### src/hw/rtl/isf_pkg.sv
// ----------------------------------------------------------------------------
// isf_pkg
// Types and codes shared by the INVITE server transaction block.
// ----------------------------------------------------------------------------
package isf_pkg;

  localparam int unsigned TimerW = 16;
  localparam int unsigned CodeW  = 10;
  localparam int unsigned OpW    = 3;
  localparam int unsigned CfgIdxW = 3;
  localparam int unsigned CfgDataW = 16;

  typedef enum logic [2:0] {
    PhStart      = 3'd0,
    PhProceeding = 3'd1,
    PhCompleted  = 3'd2,
    PhConfirmed  = 3'd3,
    PhTerminated = 3'd4
  } phase_e;

  localparam logic [OpW-1:0] OpInvite   = 3'd0;
  localparam logic [OpW-1:0] OpAck      = 3'd1;
  localparam logic [OpW-1:0] OpResponse = 3'd2;
  localparam logic [OpW-1:0] OpError    = 3'd3;
  localparam logic [OpW-1:0] OpCancel   = 3'd4;
  localparam logic [OpW-1:0] OpTick     = 3'd5;

  localparam logic [CfgIdxW-1:0] CfgUnreliable = 3'd0;
  localparam logic [CfgIdxW-1:0] CfgRetxInit   = 3'd1;
  localparam logic [CfgIdxW-1:0] CfgRetxCap    = 3'd2;
  localparam logic [CfgIdxW-1:0] CfgAckWait    = 3'd3;
  localparam logic [CfgIdxW-1:0] CfgAckAbsorb  = 3'd4;

  localparam logic [CodeW-1:0] CodeMin       = 10'd100;
  localparam logic [CodeW-1:0] CodeSuccess   = 10'd200;
  localparam logic [CodeW-1:0] CodeFinal     = 10'd300;
  localparam logic [CodeW-1:0] CodeMax       = 10'd699;

  localparam logic [TimerW-1:0] RetxInitRst  = 16'd500;
  localparam logic [TimerW-1:0] RetxCapRst   = 16'd4000;
  localparam logic [TimerW-1:0] AckWaitRst   = 16'd32000;
  localparam logic [TimerW-1:0] AckAbsorbRst = 16'd5000;

  typedef struct packed {
    logic [OpW-1:0]   op;
    logic [CodeW-1:0] status_code;
  } in_item_t;

  typedef struct packed {
    logic       accepted;
    logic [2:0] phase;
    logic       forward_to_dialog;
    logic       send_new_response;
    logic       resend_last_response;
    logic       report_error_to_dialog;
    logic       report_terminated;
  } out_item_t;

  typedef struct packed {
    logic              unreliable_transport;
    logic [TimerW-1:0] retransmit_initial_ms;
    logic [TimerW-1:0] retransmit_cap_ms;
    logic [TimerW-1:0] ack_wait_ms;
    logic [TimerW-1:0] ack_absorb_ms;
  } cfg_t;

  typedef struct packed {
    logic              have_response;
    logic [TimerW-1:0] retx_interval;
    logic [TimerW-1:0] retx_remaining;
    logic              retx_running;
    logic [TimerW-1:0] giveup_remaining;
    logic              giveup_running;
    logic [TimerW-1:0] absorb_remaining;
    logic              absorb_running;
  } timers_t;

endpackage

### src/hw/rtl/isf_step.sv
// ----------------------------------------------------------------------------
// isf_step
// Next phase, timer update and action flags for one event.
// ----------------------------------------------------------------------------
module isf_step (
  input  isf_pkg::phase_e    phase_i,
  input  isf_pkg::timers_t   tmr_i,
  input  isf_pkg::cfg_t      cfg_i,
  input  isf_pkg::in_item_t  item_i,
  output isf_pkg::phase_e    phase_o,
  output isf_pkg::timers_t   tmr_o,
  output isf_pkg::out_item_t res_o
);

  logic                      code_ok;
  logic                      code_final;
  logic                      code_success;
  logic                      g_fire;
  logic                      h_fire;
  logic                      i_fire;
  logic [isf_pkg::TimerW:0]  dbl;
  logic [isf_pkg::TimerW-1:0] next_ivl;

  assign code_ok      = (item_i.status_code >= isf_pkg::CodeMin) &&
                        (item_i.status_code <= isf_pkg::CodeMax);
  assign code_final   = item_i.status_code >= isf_pkg::CodeFinal;
  assign code_success = item_i.status_code >= isf_pkg::CodeSuccess;
  assign g_fire = tmr_i.retx_running   && (tmr_i.retx_remaining   <= 16'd1);
  assign h_fire = tmr_i.giveup_running && (tmr_i.giveup_remaining <= 16'd1);
  assign i_fire = tmr_i.absorb_running && (tmr_i.absorb_remaining <= 16'd1);
  assign dbl      = {tmr_i.retx_interval, 1'b0};
  assign next_ivl = (dbl > {1'b0, cfg_i.retransmit_cap_ms}) ?
                    cfg_i.retransmit_cap_ms : dbl[isf_pkg::TimerW-1:0];

  // next phase
  always_comb begin
    phase_o = phase_i;
    if (item_i.op == isf_pkg::OpCancel) begin
      phase_o = isf_pkg::PhTerminated;
    end else begin
      unique case (phase_i)
        isf_pkg::PhStart: begin
          if (item_i.op == isf_pkg::OpInvite) phase_o = isf_pkg::PhProceeding;
        end
        isf_pkg::PhProceeding: begin
          if (item_i.op == isf_pkg::OpResponse && code_ok) begin
            if (code_final) phase_o = isf_pkg::PhCompleted;
            else if (code_success) phase_o = isf_pkg::PhTerminated;
          end else if (item_i.op == isf_pkg::OpError) begin
            phase_o = isf_pkg::PhTerminated;
          end
        end
        isf_pkg::PhCompleted: begin
          if (item_i.op == isf_pkg::OpAck) phase_o = isf_pkg::PhConfirmed;
          else if (item_i.op == isf_pkg::OpError) phase_o = isf_pkg::PhTerminated;
          else if (item_i.op == isf_pkg::OpTick && h_fire) phase_o = isf_pkg::PhTerminated;
        end
        isf_pkg::PhConfirmed: begin
          if (item_i.op == isf_pkg::OpTick && i_fire) phase_o = isf_pkg::PhTerminated;
        end
        default: ;
      endcase
    end
  end

  // timers and actions
  always_comb begin
    tmr_o = tmr_i;
    res_o = '0;
    if (item_i.op == isf_pkg::OpCancel) begin
      res_o.accepted = 1'b1;
    end else begin
      unique case (phase_i)
        isf_pkg::PhStart: begin
          if (item_i.op == isf_pkg::OpInvite) begin
            res_o.accepted          = 1'b1;
            res_o.forward_to_dialog = 1'b1;
          end
        end
        isf_pkg::PhProceeding: begin
          if (item_i.op == isf_pkg::OpInvite) begin
            res_o.accepted             = 1'b1;
            res_o.resend_last_response = tmr_i.have_response;
          end else if (item_i.op == isf_pkg::OpResponse && code_ok) begin
            res_o.accepted          = 1'b1;
            res_o.send_new_response = 1'b1;
            tmr_o.have_response     = 1'b1;
            if (code_final) begin
              if (cfg_i.unreliable_transport) begin
                tmr_o.retx_interval  = cfg_i.retransmit_initial_ms;
                tmr_o.retx_remaining = cfg_i.retransmit_initial_ms;
                tmr_o.retx_running   = 1'b1;
              end
              tmr_o.giveup_remaining = cfg_i.ack_wait_ms;
              tmr_o.giveup_running   = 1'b1;
            end else if (code_success) begin
              res_o.report_terminated = 1'b1;
            end
          end else if (item_i.op == isf_pkg::OpError) begin
            res_o.accepted               = 1'b1;
            res_o.report_error_to_dialog = 1'b1;
            res_o.report_terminated      = 1'b1;
          end
        end
        isf_pkg::PhCompleted: begin
          if (item_i.op == isf_pkg::OpInvite) begin
            res_o.accepted             = 1'b1;
            res_o.resend_last_response = 1'b1;
          end else if (item_i.op == isf_pkg::OpAck) begin
            res_o.accepted          = 1'b1;
            res_o.forward_to_dialog = 1'b1;
            tmr_o.absorb_remaining  = cfg_i.unreliable_transport ?
                                      cfg_i.ack_absorb_ms : '0;
            tmr_o.absorb_running    = 1'b1;
          end else if (item_i.op == isf_pkg::OpError) begin
            res_o.accepted               = 1'b1;
            res_o.report_error_to_dialog = 1'b1;
            res_o.report_terminated      = 1'b1;
          end else if (item_i.op == isf_pkg::OpTick) begin
            if (h_fire) begin
              res_o.accepted               = 1'b1;
              res_o.report_error_to_dialog = 1'b1;
              res_o.report_terminated      = 1'b1;
            end else begin
              if (g_fire) begin
                res_o.accepted             = 1'b1;
                res_o.resend_last_response = 1'b1;
                tmr_o.retx_interval        = next_ivl;
                tmr_o.retx_remaining       = next_ivl;
              end else if (tmr_i.retx_running) begin
                tmr_o.retx_remaining = tmr_i.retx_remaining - 16'd1;
              end
              if (tmr_i.giveup_running) begin
                tmr_o.giveup_remaining = tmr_i.giveup_remaining - 16'd1;
              end
            end
          end
        end
        isf_pkg::PhConfirmed: begin
          if (item_i.op == isf_pkg::OpAck) begin
            res_o.accepted = 1'b1;
          end else if (item_i.op == isf_pkg::OpTick) begin
            if (i_fire) begin
              res_o.accepted          = 1'b1;
              res_o.report_terminated = 1'b1;
            end else if (tmr_i.absorb_running) begin
              tmr_o.absorb_remaining = tmr_i.absorb_remaining - 16'd1;
            end
          end
        end
        default: ;
      endcase
    end
    // entering terminated or confirmed stops timers G and H; terminated also stops I
    if (phase_o == isf_pkg::PhTerminated || phase_o == isf_pkg::PhConfirmed) begin
      tmr_o.retx_running     = 1'b0;
      tmr_o.retx_remaining   = '0;
      tmr_o.giveup_running   = 1'b0;
      tmr_o.giveup_remaining = '0;
    end
    if (phase_o == isf_pkg::PhTerminated) begin
      tmr_o.absorb_running   = 1'b0;
      tmr_o.absorb_remaining = '0;
    end
    res_o.phase = phase_o;
  end

endmodule

### src/hw/rtl/invite_server_transaction_fsm.sv
// ----------------------------------------------------------------------------
// invite_server_transaction_fsm
// Server INVITE transaction control: phase, stored-response flag, timers G/H/I.
// ----------------------------------------------------------------------------
// One event item is taken per cycle while the output is not stalled; each
// yields one result item via the input register, then the result register.
// Phase and timer registers are updated in the single cycle an item moves
// from the input register to the result register, so items may follow back
// to back. Ticks are events: each tick item advances the timers by one
// millisecond. Configuration is always ready and takes effect on the next item.
module invite_server_transaction_fsm (
  input  logic                         clk_i,
  input  logic                         rst_ni,
  input  logic                         in_valid_i,
  output logic                         in_stall_o,
  input  isf_pkg::in_item_t            in_item_i,
  output logic                         out_valid_o,
  input  logic                         out_stall_i,
  output isf_pkg::out_item_t           out_item_o,
  input  logic                         cfg_valid_i,
  output logic                         cfg_ready_o,
  input  logic [isf_pkg::CfgIdxW-1:0]  cfg_index_i,
  input  logic [isf_pkg::CfgDataW-1:0] cfg_data_i
);

  logic               in_valid_q;
  isf_pkg::in_item_t  in_q;
  logic               out_valid_q, out_valid_d;
  isf_pkg::out_item_t out_q;
  logic               advance;

  isf_pkg::cfg_t      cfg_q, cfg_d;
  isf_pkg::phase_e    phase_q, phase_d;
  isf_pkg::timers_t   tmr_q, tmr_d;
  isf_pkg::out_item_t res;

  assign advance     = in_valid_q && (!out_valid_q || !out_stall_i);
  assign in_stall_o  = in_valid_q && !advance;
  assign cfg_ready_o = 1'b1;
  assign out_valid_o = out_valid_q;
  assign out_item_o  = out_q;

  always_comb begin
    out_valid_d = out_valid_q;
    if (advance) out_valid_d = 1'b1;
    else if (out_valid_q && !out_stall_i) out_valid_d = 1'b0;
  end

  always_comb begin
    cfg_d = cfg_q;
    if (cfg_valid_i) begin
      unique case (cfg_index_i)
        isf_pkg::CfgUnreliable: cfg_d.unreliable_transport  = cfg_data_i[0];
        isf_pkg::CfgRetxInit:   cfg_d.retransmit_initial_ms = cfg_data_i;
        isf_pkg::CfgRetxCap:    cfg_d.retransmit_cap_ms     = cfg_data_i;
        isf_pkg::CfgAckWait:    cfg_d.ack_wait_ms           = cfg_data_i;
        isf_pkg::CfgAckAbsorb:  cfg_d.ack_absorb_ms         = cfg_data_i;
        default: ;
      endcase
    end
  end

  isf_step u_step (
    .phase_i (phase_q),
    .tmr_i   (tmr_q),
    .cfg_i   (cfg_q),
    .item_i  (in_q),
    .phase_o (phase_d),
    .tmr_o   (tmr_d),
    .res_o   (res)
  );

  always_ff @(posedge clk_i or negedge rst_ni) begin
    if (!rst_ni) begin
      in_valid_q  <= 1'b0;
      out_valid_q <= 1'b0;
      phase_q     <= isf_pkg::PhStart;
      tmr_q       <= '{have_response: 1'b0, retx_interval: isf_pkg::RetxInitRst,
                       retx_remaining: '0, retx_running: 1'b0,
                       giveup_remaining: '0, giveup_running: 1'b0,
                       absorb_remaining: '0, absorb_running: 1'b0};
      cfg_q       <= '{unreliable_transport: 1'b1,
                       retransmit_initial_ms: isf_pkg::RetxInitRst,
                       retransmit_cap_ms: isf_pkg::RetxCapRst,
                       ack_wait_ms: isf_pkg::AckWaitRst,
                       ack_absorb_ms: isf_pkg::AckAbsorbRst};
    end else begin
      in_valid_q  <= (in_valid_i && !in_stall_o) || in_stall_o;
      out_valid_q <= out_valid_d;
      cfg_q       <= cfg_d;
      if (advance) begin
        phase_q <= phase_d;
        tmr_q   <= tmr_d;
      end
    end
  end

  always_ff @(posedge clk_i) begin
    if (in_valid_i && !in_stall_o) in_q <= in_item_i;
    if (advance) out_q <= res;
  end

`ifndef SYNTH
  a_term_sticky: assert property (@(posedge clk_i) disable iff (!rst_ni)
    phase_q == isf_pkg::PhTerminated |=> phase_q == isf_pkg::PhTerminated)
    else $error("left terminated phase");

  a_gh_only_completed: assert property (@(posedge clk_i) disable iff (!rst_ni)
    phase_q != isf_pkg::PhCompleted |-> !tmr_q.retx_running && !tmr_q.giveup_running)
    else $error("timer G or H running outside completed");

  a_advance_fills: assert property (@(posedge clk_i) disable iff (!rst_ni)
    advance |=> out_valid_q)
    else $error("result lost after advance");
`endif

endmodule
### config.mk
export PLATFORM = sky130hd
export DESIGN_NAME = invite_server_transaction_fsm
export DESIGN_NICKNAME = d
export VERILOG_FILES = /design/src/hw/rtl/isf_pkg.sv /design/src/hw/rtl/isf_step.sv /design/src/hw/rtl/invite_server_transaction_fsm.sv
export SDC_FILE = /design/constraint.sdc
export NUM_CORES = 1
export LEC_CHECK = 0
export ABC_AREA = 0
export ABC_CLOCK_PERIOD_IN_PS = 7400
export BUFFER_PORTS_ARGS = -buffer_cell sky130_fd_sc_hd__buf_2
export CORE_MARGIN = 2
export CORE_UTILIZATION = 65
export CTS_CLUSTER_SIZE = 25
export DETAILED_ROUTE_END_ITERATION = 16
export HOLD_SLACK_MARGIN = 0.15
export PLACE_DENSITY = 0.94
export SETUP_SLACK_MARGIN = 0.4
export SYNTH_ARGS = -nofsm -noshare
export SYNTH_HDL_FRONTEND = slang
export SYNTH_SLANG_ARGS = --single-unit
### constraint.sdc
create_clock -name clk_i -period 7.4 [get_ports clk_i]
set_clock_uncertainty 0.1 [all_clocks]
set_input_delay 0.37 -clock clk_i [delete_from_list [all_inputs] [get_ports clk_i]]
set_output_delay 0.37 -clock clk_i [all_outputs]
set_load 0.02 [all_outputs]
==> impl_metrics.json <==
{
  "synth_edf_count": 20,
  "io_pins": 49,
  "slew_headroom": 0.0729,
  "reg2regPathDepth": 8,
  "cts_buffers": 17,
  "drt_first_pass_iters": 9,
  "avgRoutedWirePerCell_um": 22.0,
  "drv_slew": 0,
  "met3_usage": 0.0771,
  "gr-usage-all-layers": 0.361,
  "syn_nets": 982,
  "h-tree-depth": 4,
  "ant_nets": 0,
  "hpwl_mm": 15.9,
  "final_cell_mix": "108 x dfrtp_1, 87 x nand2_1, 71 x nor2_1, 64 x a21oi_1",
  "viasPerCell": 7.05,
  "hold_violations": 0,
  "clockBufferDepth": 2,
  "fmax_mhz": 248,
  "clock_latency_ns": 0.44,
  "ys_seq_elements": 158,
  "wl_mm": 25.5,
  "met1_usage": 0.469,
  "dieArea_um2": 14800,
  "finalSetupViolCount": 0,
  "synth_seq_area_share": 0.456,
  "holdPathStages": 3,
  "design.core.area_um2": 13300,
  "vias": 8160,
  "rows": 42,
  "diodes": 0,
  "nNetsFinal": 1026,
  "die_x_um": 121,
  "synth_warnings": 0,
  "portBuffers": 45,
  "async_flop_share": 0.873,
  "grt_pass1_vias": 7871,
  "drt_iter0_drc": 1238,
  "critical_path_required_ns": 7.59,
  "grt-busiest-layer": "met2",
  "hold_ws_ns": 0.168,
  "gr-total-overflow": 0,
  "cap_violations": 0,
  "root_buffer": "clkbuf_16",
  "drc": 0,
  "drive_gt1_frac": 0.202,
  "grt_max_degree": 72,
  "layout_commonest_cell": "dfrtp_1",
  "synth_area_um2": 8970,
  "min_period_over_period": 0.544,
  "min_period_ns": 4.03,
  "syn_avg_cell_area_um2": 9.70,
  "status": "complete, no violations",
  "grt_pass1_wl_mm": 41.0,
  "hp-class": "in2reg",
  "start_util": 0.672,
  "fin_setup_tns_ns": 0,
  "cts_tree": "yes",
  "die-height_um": 121,
  "antenna_found_initial": 0,
  "crit_path_end_kind": "flop",
  "powerDensity_nw_per_um2": 385,
  "p_leak_uw": 0.00427,
  "postLayoutCoreUtil": 0.757,
  "design_area_um2": 10100,
  "ys.flop_type": "dfrtp_1",
  "rsz0062_at_grt": "false",
  "cts_sinks": 158,
  "synth.distinct_cells": 81,
  "netlist_instances": 924,
  "dpl-instance-area_um2": 9260,
  "use_met2": 0.565,
  "critical_path_class": "reg2reg",
  "arrival_ns": 4.22,
  "area_growth_pct": 12.7,
  "cp-start-kind": "flop",
  "vdd_drop_max_v": 0.000348,
  "gp_congestion": 0.963,
  "tightest_slew_ns": 1.38,
  "clkTransAtPathRegs_ns": 0.06,
  "path_max_fanout": 11,
  "post_cts_buffers": 0
}
==> final timing paths <==
kind / start / end / slack, ns
max reg2reg: in_q[12] / tmr_q[9] / 3.37
min: cfg_data_i[9] / cfg_q[41] / 0.17
max: in_q[12] / tmr_q[9] / 3.37
min in group asynchronous: rst_ni / tmr_q[44] / 0.39
min reg2reg: tmr_q[67] / tmr_q[67] / 0.39
max in group asynchronous: rst_ni / tmr_q[3] / 5.50
==> final cells by class <==
type                    instances  area [µm²]
fillers                       825        3250
clock buffers                  20         467
inverters                      44         165
repair buffers                 78         539
multi-input cells             669        4480
well taps                     176         220
flip-flops and latches        158        4090
clock inverters                12         135
==> kinds of logic after synthesis <==
kind of cell / count (synthesis) / share of synthesized area
AO/OA/AOI/OAI: 293 / 0.227
adder cells (fa/ha/maj): 21 / 0.0293
AND/OR/NAND/NOR: 284 / 0.157
buffers and inverters: 97 / 0.0451
multiplexers: 55 / 0.0703
flip-flops: 158 / 0.456
XOR/XNOR: 15 / 0.0147
other: 1 / 0.000418
==> synthesized netlist by cell type, types with 4 or more instances <==
library cell  number  share of area
a22o_1             7         0.0068
o211ai_1           9         0.0075
o2bb2ai_1         19          0.019
and2_1             5         0.0035
nand4_1            8         0.0056
clkbuf_1          37          0.015
dfrtp_1          108           0.30
dfstp_2           30          0.088
o31ai_1           22          0.018
o21ai_0           55          0.031
buf_2              8         0.0045
a311oi_1          14          0.014
nand3_1           17         0.0095
nor2_1            71          0.030
a22oi_1            6         0.0050
a211oi_1           6         0.0050
inv_1             43          0.018
a31oi_1           15          0.010
a21oi_1           64          0.036
o22ai_1            9         0.0063
or3_1              7         0.0049
edfxtp_1          20          0.067
a21o_1            10         0.0084
mux2_2            54          0.068
and3_1             5         0.0035
ha_1              21          0.029
xnor2_1            8         0.0078
nand2_1           88          0.037
nor2b_1            7         0.0049
o31a_1             8         0.0078
a221o_1            9          0.010
xor2_1             7         0.0068
a21boi_0           5         0.0042
o21ai_2            4         0.0039
nor3_1            39          0.022
nor4_1            12         0.0084
==> report_power, final <==
group          internal, µW  switching, µW  leakage (µW)  total, µW
Combinational           606           1010       0.00206       1610
Sequential             1130            254       0.00190       1380
Clock                   525            367      0.000297        892
Total                  2260           1630       0.00427       3890
==> what timing repair did <==
item,CTS,global route
endpoints found under the hold margin,73,0
gates resized for setup,0,0
hold buffers,24,0
endpoints found under the setup margin,0,0
==> critical path, cell delays in order, from the launching register on <==
cell	delay (ns)
edfxtp_1	0.58
nor2b_1	0.48
nand2_1	0.18
o311a_1	0.41
a221oi_2	0.33
o21ai_2	0.19
o21ai_0	1.09
o21ai_0	0.30
o2bb2ai_1	0.21
==> registers in the layout, summed over array words and instances, names as in the netlist <==
register,count
cfg_q,65
in_q,11
in_valid_q,1
out_item_o,9
out_valid_o,1
phase_q,3
tmr_q,68
==> stage by stage <==
| stage | cells | power [µW] | setup slack (ns) |
|---|---|---|---|
| finish | 1157 | 3890 | 3.37 |
| global route | 1157 | 4080 | 3.24 |
| CTS | 1157 | 3810 | 3.57 |
| detailed placement | 1101 | 2870 | 3.68 |
| global placement | 1101 | 2800 | 3.73 |
| floorplan | 924 | 2490 | 4.60 |
==> routing by layer <==
layer / wire length [µm] / share of wire
met1: 9370 / 0.37
met2: 11900 / 0.47
met3: 2890 / 0.11
met4: 1360 / 0.053
met5: 0 / 0
Power figures use the tool's default switching activity.
